===== src/wsd_pkg.sv =====
// Package with the word types, phase codes and header constants of the WebSocket deframer.
`default_nettype none
package wsd_pkg;

  typedef struct packed {
    logic [7:0] rx_byte;
    logic       buffer_end;
  } wsd_in_t;

  typedef struct packed {
    logic [7:0] out_byte;
    logic       byte_valid;
    logic       message_end;
    logic       discard;
  } wsd_out_t;

  typedef enum logic [5:0] {
    PH_HDR0    = 6'b000001,
    PH_HDR1    = 6'b000010,
    PH_EXTLEN  = 6'b000100,
    PH_KEY     = 6'b001000,
    PH_PAYLOAD = 6'b010000,
    PH_DONE    = 6'b100000
  } wsd_phase_e;

  localparam logic [3:0] OPCODE_TEXT  = 4'h1;
  localparam logic [6:0] LEN_CODE_16  = 7'd126;
  localparam logic [6:0] LEN_CODE_64  = 7'd127;
  localparam logic [2:0] EXT16_LAST   = 3'd1;
  localparam logic [2:0] EXT64_LAST   = 3'd7;
  localparam logic [1:0] KEY_LAST     = 2'd3;

endpackage
`default_nettype wire


===== src/wsd_stream_if.sv =====
// Valid/ready stream interface that carries one word per handshake.
`default_nettype none
interface wsd_stream_if #(
  parameter type T = logic
);
  logic valid;
  logic ready;
  T     data;

  modport source (output valid, output data, input ready);
  modport sink   (input valid, input data, output ready);
endinterface
`default_nettype wire


===== src/websocket_frame_deframer_top.sv =====
// Top level of the WebSocket frame deframer: header parser, unmasking and output register.
// The block parses one WebSocket frame at the start of each receive buffer and emits
// the unmasked payload bytes of a text frame, one input word per clock cycle unless the
// output stalls. The 64-bit length is held as a down-counter, so the compare and decrement
// on it set the cycle time. A result word is written to an output register; a new input
// word is taken whenever that register is empty or is being read in the same cycle. Words
// that produce no result (header bytes, non-text payload, bytes after the frame) are
// consumed without output. A buffer that ends before a text frame is complete yields a
// word with discard set, and all parser state returns to the first header byte.
`default_nettype none
module websocket_frame_deframer_top (
  input  wire logic clk_i,
  input  wire logic rst_ni,
  wsd_stream_if.sink   in_i,
  wsd_stream_if.source out_o
);
  import wsd_pkg::*;

  wsd_phase_e  phase_q, phase_d;
  logic        text_q, text_d;
  logic        masked_q, masked_d;
  logic [2:0]  len_cnt_q, len_cnt_d;
  logic [1:0]  key_cnt_q, key_cnt_d;
  logic [1:0]  idx_q, idx_d;
  logic [63:0] len_q, len_d;
  logic [31:0] key_q, key_d;
  logic        ovalid_q;
  wsd_out_t    out_q, res;
  logic        emit, accept, after_len;
  logic [7:0]  b, kb;

  assign b         = in_i.data.rx_byte;
  assign in_i.ready = !ovalid_q || out_o.ready;
  assign accept    = in_i.valid && in_i.ready;

  always_comb begin
    phase_d   = phase_q;
    text_d    = text_q;
    masked_d  = masked_q;
    len_cnt_d = len_cnt_q;
    key_cnt_d = key_cnt_q;
    idx_d     = idx_q;
    len_d     = len_q;
    key_d     = key_q;
    emit      = 1'b0;
    after_len = 1'b0;
    res       = '0;
    kb        = 8'h00;
    case (phase_q)
      PH_HDR0: begin
        text_d  = (b[3:0] == OPCODE_TEXT);
        phase_d = PH_HDR1;
      end
      PH_HDR1: begin
        masked_d = b[7];
        if (b[6:0] == LEN_CODE_16) begin
          len_d     = '0;
          len_cnt_d = EXT16_LAST;
          phase_d   = PH_EXTLEN;
        end else if (b[6:0] == LEN_CODE_64) begin
          len_d     = '0;
          len_cnt_d = EXT64_LAST;
          phase_d   = PH_EXTLEN;
        end else begin
          len_d     = {57'd0, b[6:0]};
          after_len = 1'b1;
        end
      end
      PH_EXTLEN: begin
        len_d = {len_q[55:0], b};
        if (len_cnt_q == 3'd0) begin
          after_len = 1'b1;
        end else begin
          len_cnt_d = len_cnt_q - 3'd1;
        end
      end
      PH_KEY: begin
        key_d = {key_q[23:0], b};
        if (key_cnt_q == 2'd0) begin
          idx_d   = 2'd0;
          phase_d = (len_q == 64'd0) ? PH_DONE : PH_PAYLOAD;
        end else begin
          key_cnt_d = key_cnt_q - 2'd1;
        end
      end
      PH_PAYLOAD: begin
        case (idx_q)
          2'd0:    kb = key_q[31:24];
          2'd1:    kb = key_q[23:16];
          2'd2:    kb = key_q[15:8];
          default: kb = key_q[7:0];
        endcase
        idx_d = idx_q + 2'd1;
        len_d = len_q - 64'd1;
        if (len_q == 64'd1) begin
          phase_d = PH_DONE;
        end
        if (text_q) begin
          emit            = 1'b1;
          res.byte_valid  = 1'b1;
          res.out_byte    = masked_q ? (b ^ kb) : b;
          res.message_end = (len_q == 64'd1);
        end
      end
      default: begin
      end
    endcase

    if (after_len) begin
      if (masked_d) begin
        key_cnt_d = KEY_LAST;
        key_d     = '0;
        phase_d   = PH_KEY;
      end else begin
        idx_d   = 2'd0;
        phase_d = (len_d == 64'd0) ? PH_DONE : PH_PAYLOAD;
      end
    end

    if (in_i.data.buffer_end) begin
      if (text_d && (phase_d != PH_DONE)) begin
        res.discard     = 1'b1;
        res.message_end = 1'b0;
        emit            = 1'b1;
      end
      phase_d   = PH_HDR0;
      text_d    = 1'b0;
      masked_d  = 1'b0;
      len_cnt_d = 3'd0;
      key_cnt_d = 2'd0;
      idx_d     = 2'd0;
      len_d     = '0;
      key_d     = '0;
    end
  end

  always_ff @(posedge clk_i or negedge rst_ni) begin
    if (!rst_ni) begin
      phase_q   <= PH_HDR0;
      text_q    <= 1'b0;
      masked_q  <= 1'b0;
      len_cnt_q <= 3'd0;
      key_cnt_q <= 2'd0;
      idx_q     <= 2'd0;
      ovalid_q  <= 1'b0;
    end else begin
      if (accept) begin
        phase_q   <= phase_d;
        text_q    <= text_d;
        masked_q  <= masked_d;
        len_cnt_q <= len_cnt_d;
        key_cnt_q <= key_cnt_d;
        idx_q     <= idx_d;
      end
      if (accept && emit) begin
        ovalid_q <= 1'b1;
      end else if (out_o.ready) begin
        ovalid_q <= 1'b0;
      end
    end
  end

  always_ff @(posedge clk_i) begin
    if (accept) begin
      len_q <= len_d;
      key_q <= key_d;
    end
    if (accept && emit) begin
      out_q <= res;
    end
  end

  assign out_o.valid = ovalid_q;
  assign out_o.data  = out_q;

  a_out_has_content: assert property (@(posedge clk_i) disable iff (!rst_ni)
    ovalid_q |-> (out_q.byte_valid || out_q.discard))
    else $error("result word carries neither a byte nor discard");

  a_end_not_discard: assert property (@(posedge clk_i) disable iff (!rst_ni)
    ovalid_q && out_q.message_end |-> out_q.byte_valid && !out_q.discard)
    else $error("message end without a clean payload byte");

  a_buffer_end_restarts: assert property (@(posedge clk_i) disable iff (!rst_ni)
    accept && in_i.data.buffer_end |=> phase_q == PH_HDR0)
    else $error("parser did not return to the header after buffer end");

  a_byte_needs_text: assert property (@(posedge clk_i) disable iff (!rst_ni)
    accept && emit && res.byte_valid |-> text_q && phase_q == PH_PAYLOAD)
    else $error("payload byte emitted outside a text payload");

endmodule
`default_nettype wire


===== src/flat_wrapper.sv =====
// flat-port wrapper written by rule: the top's interface ports become plain ports
module websocket_frame_deframer_top_flat import wsd_pkg::*;
  (clk_i, rst_ni, in_i_valid, in_i_data, in_i_ready, out_o_valid, out_o_data, out_o_ready);
  wsd_stream_if #(.T(wsd_in_t)) in_i_i ();
  wsd_stream_if #(.T(wsd_out_t)) out_o_i ();
  input  wire logic clk_i;
  input  wire logic rst_ni;
  input wire logic [$bits(in_i_i.valid)-1:0] in_i_valid;
  input wire logic [$bits(in_i_i.data)-1:0] in_i_data;
  output wire logic [$bits(in_i_i.ready)-1:0] in_i_ready;
  output wire logic [$bits(out_o_i.valid)-1:0] out_o_valid;
  output wire logic [$bits(out_o_i.data)-1:0] out_o_data;
  input wire logic [$bits(out_o_i.ready)-1:0] out_o_ready;
  assign in_i_i.valid = in_i_valid;
  assign in_i_i.data = in_i_data;
  assign in_i_ready = in_i_i.ready;
  assign out_o_valid = out_o_i.valid;
  assign out_o_data = out_o_i.data;
  assign out_o_i.ready = out_o_ready;
  websocket_frame_deframer_top u_core (.clk_i(clk_i), .rst_ni(rst_ni), .in_i(in_i_i), .out_o(out_o_i));
endmodule

===== config.mk =====
export PLATFORM = sky130hd
export DESIGN_NAME = websocket_frame_deframer_top_flat
export DESIGN_NICKNAME = d
export VERILOG_FILES = /design/src/wsd_pkg.sv /design/src/wsd_stream_if.sv /design/src/websocket_frame_deframer_top.sv /design/src/flat_wrapper.sv
export SDC_FILE = /design/constraint.sdc
export NUM_CORES = 1
export LEC_CHECK = 0
export ABC_AREA = 1
export BUFFER_PORTS_ARGS = -buffer_cell sky130_fd_sc_hd__buf_2
export CELL_PAD_IN_SITES_DETAIL_PLACEMENT = 2
export CELL_PAD_IN_SITES_GLOBAL_PLACEMENT = 2
export CORE_AREA = 2 2 171 173
export DETAILED_ROUTE_END_ITERATION = 10
export DIE_AREA = 0 0 173 175
export GPL_TIMING_DRIVEN = 0
export PLACE_DENSITY = 0.78
export SKIP_CTS_REPAIR_TIMING = 1
export SLEW_MARGIN = 20
export SYNTH_ARGS = -nofsm -noshare
export SYNTH_HDL_FRONTEND = slang
export SYNTH_SLANG_ARGS = --single-unit

===== constraint.sdc =====
create_clock -name clk_i -period 4.54 [get_ports clk_i]
set_input_delay 1.362 -clock clk_i [delete_from_list [all_inputs] [get_ports clk_i]]
set_output_delay 1.362 -clock clk_i [all_outputs]
set_load 0.02 [all_outputs]

# Yosys cells after proc, flatten, opt, wreduce, memory -nomap -nowiden
# Cells that the tools add are included.
dict set report totals {
  in_bits 13
  out_inout_bits 13
  reg_bits 123
}
dict set report op_classes {
  muxes 52
  eq_ne 14
  bitwise_logic 1
  addsub 4
  reduce_logical 14
}
# op n
set ops {}
lappend ops {{$pmux W64 S3} 1}
lappend ops {{$logic_not A64 Y1} 2}
lappend ops {{$mux W32} 3}
lappend ops {{$eq A64 B1 Y1 const B} 1}
lappend ops {{$mux W64} 1}
lappend ops {{$sub A64 B1 Y64 const B} 1}
lappend ops {{$mux W6} 9}
lappend ops {{$mux W2} 12}
lappend ops {{$pmux W6 S4} 1}
lappend ops {{$pmux W8 S3} 1}
lappend ops {{$mux W8} 2}
lappend ops {{$eq A7 B7 Y1 const B} 2}
lappend ops {{$mux W1} 14}
lappend ops {{$mux W3} 4}
lappend ops {{$xor A8 B8 Y8} 1}
lappend ops {{$mux W7} 1}
lappend ops {{$eq A6 B1 Y1 const B} 1}
lappend ops {{$eq A6 B2 Y1 const B} 1}
lappend ops {{$eq A6 B3 Y1 const B} 1}
lappend ops {{$eq A6 B4 Y1 const B} 1}
lappend ops {{$eq A6 B5 Y1 const B} 1}
lappend ops {{$ne A6 B6 Y1 const B} 1}
lappend ops {{$pmux W3 S2} 1}
lappend ops {{$eq A4 B1 Y1 const B} 1}
lappend ops {{18 further kinds} 21}

# Depth between registers and ports, before layout
dict set report logic_depth {
  ltp_word 14
  mapped_depth 23
}

# Least setup slack after synthesis
# OpenSTA, ideal clock, no wires.
dict set report synth_path {
  kind {input to register}
  from {in out_o_ready}
  to {reg u_core.out_q (netlist bit u_core.out_o.data[0]), enable pin}
  required_time_ns 4.196
  path_stages 7
  path_slack_ns -1.074
  arrival_time_ns 5.270
  setup_time_ns 0.344
  n_path_buf 1
  cell_sequence {inv_1 > nand2_1 > nand2_1 > inv_1 > clkbuf_1 > nand2_1 > inv_1}
}
dict set report synth_between {
  elab_chain_len 3
}
# element line_no
set synth_lines {}
lappend synth_lines {{start: declaration} flat_wrapper.sv:13} ;# input wire logic [$bits(out_o_i.ready)-1:0] out_o_ready;
lappend synth_lines {{$logic_or A1 B1 Y1} websocket_frame_deframer_top.sv:33} ;# assign in_i.ready = !ovalid_q || out_o.ready;
lappend synth_lines {{via in_i_ready} flat_wrapper.sv:10} ;# output wire logic [$bits(in_i_i.ready)-1:0] in_i_ready;
lappend synth_lines {{$logic_and A1 B1 Y1} websocket_frame_deframer_top.sv:34} ;# assign accept = in_i.valid && in_i.ready;
lappend synth_lines {{via u_core.accept} websocket_frame_deframer_top.sv:29} ;# logic emit, accept, after_len;
lappend synth_lines {{$logic_and A1 B1 Y1} websocket_frame_deframer_top.sv:168} ;# if (accept && emit) begin
lappend synth_lines {{end signal: assignment} websocket_frame_deframer_top.sv:169} ;# out_q <= res;
lappend synth_lines {{end: declaration} websocket_frame_deframer_top.sv:28} ;# wsd_out_t out_q, res;
# The timed path passes the listed nets, and every way through them passes these cells.
# A chain may end at the register's enable or synchronous reset.

# Worst setup path after layout
dict set report layout_path {
  from {in in_i_data[6]}
  to {reg u_core.out_q (netlist bit u_core.out_o.data[4]), enable pin}
}
dict set report layout_between {
  elab_chain_len 13
  word_cells_on_any_way 20
}
# element line_no
set layout_lines {}
lappend layout_lines {{start: declaration} flat_wrapper.sv:9} ;# input wire logic [$bits(in_i_i.data)-1:0] in_i_data;
lappend layout_lines {{$eq A7 B7 Y1} websocket_frame_deframer_top.sv:60} ;# end else if (b[6:0] == LEN_CODE_64) begin
lappend layout_lines {{$mux W7} websocket_frame_deframer_top.sv:60}
lappend layout_lines {{$mux W64} websocket_frame_deframer_top.sv:56} ;# if (b[6:0] == LEN_CODE_16) begin
lappend layout_lines {{$pmux W64 S3} websocket_frame_deframer_top.sv:49} ;# case (phase_q)
lappend layout_lines {{$logic_not A64 Y1} websocket_frame_deframer_top.sv:116} ;# phase_d = (len_d == 64'd0) ? PH_DONE : PH_PAYLOAD;
lappend layout_lines {{$mux W6} websocket_frame_deframer_top.sv:116}
lappend layout_lines {{$mux W6} websocket_frame_deframer_top.sv:110} ;# if (masked_d) begin
lappend layout_lines {{$mux W6 *} websocket_frame_deframer_top.sv:109} ;# if (after_len) begin
lappend layout_lines {{$ne A6 B6 Y1 *} websocket_frame_deframer_top.sv:121} ;# if (text_d && (phase_d != PH_DONE)) begin
lappend layout_lines {{$logic_and A1 B1 Y1 *} websocket_frame_deframer_top.sv:121}
lappend layout_lines {{$mux W1 *} websocket_frame_deframer_top.sv:121}
lappend layout_lines {{$mux W1 *} websocket_frame_deframer_top.sv:120} ;# if (in_i.data.buffer_end) begin
lappend layout_lines {{$logic_and A1 B1 Y1 *} websocket_frame_deframer_top.sv:168}
# Mark *: on every way between the ends. The rest lies on a longest branch, timed or not.

==> metrics <==
CP endpoint kind register; Gate Count Post-Synth between 1,000 and 1,500; fmax ~230 MHz; average size of a mapped cell between 6 and 7 sq um; max incr delay on CP approximately 0.31 ns; clk_skew between 0.015 and 0.02 ns; max_cap viols 0; clock sink total between 100 and 150; Synthesis Warnings 0; GP Congestion around 0.85; Via-to-Cell Ratio between 5 and 6; row count 62; Hold Crit Class reg2reg; CP Data Arrival Time between 4 and 5 ns; clk_lat worst skew 0.45 ns; Slew Limit Fails 0; Main synth FF type edfxtp_1; sequential share of the synthesized area 38.84%; fin crit share a little over nine tenths; final worst slack between 0.2 and 0.3 ns; crit-path cells buf_2 > inv_1 > nor3_4 > nand3_1 > nand2_1 > nand2_1 > nand2_1 > nand3_1 > nor2_1 > nand2_1 > nor2_1 > nand3_1 > nor2_1 > nand3_1 > a21oi_2 > nand3_1 > nand2_1 > nand2_1 > nand2_1 > clkinvlp_4 > buf_12; leading cell types in the layout, fill and taps excluded 424 x nand2_1, 268 x nor2_1, 146 x inv_1; Placed Area between 9000 and 10,000 sq um; CTS tree done; count of final setup violators 0; Crit Path Max Fanout 11; critical path's slowest cell nor2_1; area of the multi-input gates about 5000 sq um; most repeated library cell on the critical path nand2_1; Post-synth EDFFs between 100 and 150; post-synthesis async set-or-reset flop share 13.01%; Static Leak 4.435 nW; clk buf depth 2; via count ~10,000; GR Overflow Total 0; critical path type in2reg; Die Y-Extent between 150 and 200 microns; Worst EP required between 4 and 5 ns; Slew headroom 43.42%; core area 28,390 sq um; most common cell after layout, fill and taps aside nand2_1; DR WL/cell roughly 22 microns; measured slew at the worst slew-check pin between 0.8 and 0.9 ns; I/O Buffers 24; clk slew on worst S/H paths 0.07 ns; initial antenna violation count 0; die width ~170 microns; Register Area approximately 3600 sq um; pwr/cell area 504.7 nW/um^2; Seq cells post-synth 123; DRT Wirelength a little under 40,000 microns; initial DRC count 538; vias in the first global route around 11,000; DR DRC count 0; Net count, final approximately 1,400; initial core utilization about a third; synthesized cell area just over 9000 sq um; # IOs 26; cell family with most CP delay simple AND/OR/NAND/NOR gates; Tot Pwr about 5.4 mW; Buf+Inv Stages, Crit Path 4; drt first pass iters 4; Syn Nets between 1,000 and 1,500; Place WS -0.4437 ns; fillers about 3,500; Worst Setup Start Kind input port; root buf cell clkbuf_16; CTS Buf Count 17; H-tree depth 4; fin area ~11,000 sq um; Final Critical Period approximately 4.3 ns; maximum VDD drop between 200 and 300 uV; Core Util, Final a little under two fifths; largest net degree at the start of global routing 57; number of inserted diodes 0; post-route ant nets 0; status completed; layout cells sized above 1 under 10%; die area 30,280 sq um; dpl hpwl between 20,000 and 30,000 microns; synth unique cells between 40 and 50; Final Hold Viols 0; first-pass GRT wire length about 62,000 microns; Area Growth Syn to Fin 13.97%; overall routing resource usage a little over a quarter
[logic make-up (layout without fill, tap and decap cells)]
kind of cell,count (synthesis),after routing,share of synthesized area [%]
buffers and inverters,194,252,8.026
flip-flops,123,123,38.84
XOR/XNOR,2,2,0.1883
adder cells (fa/ha/maj),8,8,1.076
AND/OR/NAND/NOR,895,895,41.29
AO/OA/AOI/OAI,156,156,10.58
[where the power goes]
group | total, mW | internal, mW | switching [mW]
Combinational | 1.96 | 0.591 | 1.37
Clock | 1.53 | 0.885 | 0.640
Sequential | 1.87 | 1.57 | 0.298
Total | 5.35 | 3.04 | 2.31
[cells in the mapped netlist (2+ instances only)]
library cell / n / area share, %
nand2_1: 424 / 17
nor2_1: 268 / 11
inv_1: 147 / 5.9
nand3_1: 122 / 6.6
edfxtp_1: 107 / 35
o21ai_0: 43 / 2.3
a211oi_1: 28 / 2.3
clkbuf_1: 27 / 1.1
a21oi_1: 25 / 1.3
a31oi_1: 18 / 1.2
dfrtp_1: 15 / 4.0
nor2_2: 15 / 1.0
nor2_4: 14 / 1.7
nor3_1: 14 / 0.75
o21bai_1: 12 / 0.97
nand2_2: 9 / 0.60
o22ai_1: 9 / 0.60
ha_1: 8 / 1.1
a221oi_1: 6 / 0.56
nand3b_1: 6 / 0.48
buf_1: 5 / 0.20
buf_2: 5 / 0.27
nand4_1: 5 / 0.34
nor4_1: 5 / 0.34
clkinv_1: 4 / 0.16
nand2_4: 4 / 0.48
buf_4: 3 / 0.24
nor2_8: 3 / 0.65
o211ai_1: 3 / 0.24
o221ai_1: 3 / 0.28
a22oi_1: 2 / 0.16
inv_2: 2 / 0.081
nor3b_1: 2 / 0.16
o31ai_1: 2 / 0.16
xnor2_1: 2 / 0.19
[path summary, 6_finish.rpt]
path	slack (ns)	depth (start not counted)	start	endpoint
worst max-delay path	0.27	21	in_i_data[6]	u_core.out_o.data[4]$_SDFFCE_PN0P_
max in group asynchronous	3.37	1	rst_ni	u_core.phase_q[0]$_DFFE_PN1P_
worst min register to register	0.49	2	u_core.len_cnt_q[2]$_DFFE_PN0P_	u_core.len_cnt_q[2]$_DFFE_PN0P_
min in group asynchronous	0.84	1	rst_ni	u_core.len_cnt_q[1]$_DFFE_PN0P_
worst min-delay path	0.49	2	u_core.len_cnt_q[2]$_DFFE_PN0P_	u_core.len_cnt_q[2]$_DFFE_PN0P_
worst max register to register	0.30	19	u_core.phase_q[0]$_DFFE_PN1P_	u_core.out_o.data[4]$_SDFFCE_PN0P_
[worst min-delay path: cells and delay by family, from the launching register on]
family          cells  cell delay [ns]
flops               1             0.35
simple gates        1             0.05
compound gates      1             0.05
[layer usage]
layer,track usage [%],wire length (microns),up-vias
li1,-,-,4609
met1,31.10,16820,4914
met2,49.37,20540,144
met3,2.916,946,63
met4,10.95,1200,0
met5,0,0,-
[cell type report]
| cell class | count | area share, % |
|---|---|---|
| buffer | 40 | 1.675 |
| clock buffer | 17 | 4.011 |
| clock inverter | 15 | 1.899 |
| inverter | 154 | 5.497 |
| multi-input combinational | 1061 | 46.73 |
| sequential | 123 | 34.08 |
| tap | 384 | 4.530 |
| timing repair buffer | 26 | 1.581 |
[metrics by stage]
step / cells / TNS, ns / hold WS (ns)
floorplan: 1378 / 0 / 0.4517
CTS: 1819 / -0.7611 / 0.4956
global placement: 1786 / -9.441 / 0.4648
finish: 1820 / 0 / 0.4896
global route: 1820 / -0.2228 / 0.5182
detailed placement: 1787 / -4.866 / 0.4792
[flip-flops by register name, indices dropped and copies added (netlist names)]
signal,cells
u_core.idx_q,2
u_core.key_cnt_q,2
u_core.key_q,32
u_core.len_cnt_q,3
u_core.len_q,64
u_core.masked_q,1
u_core.out_o.data,11
u_core.out_o.valid,1
u_core.phase_q,6
u_core.text_q,1
(Power assumes the default switching activity.)
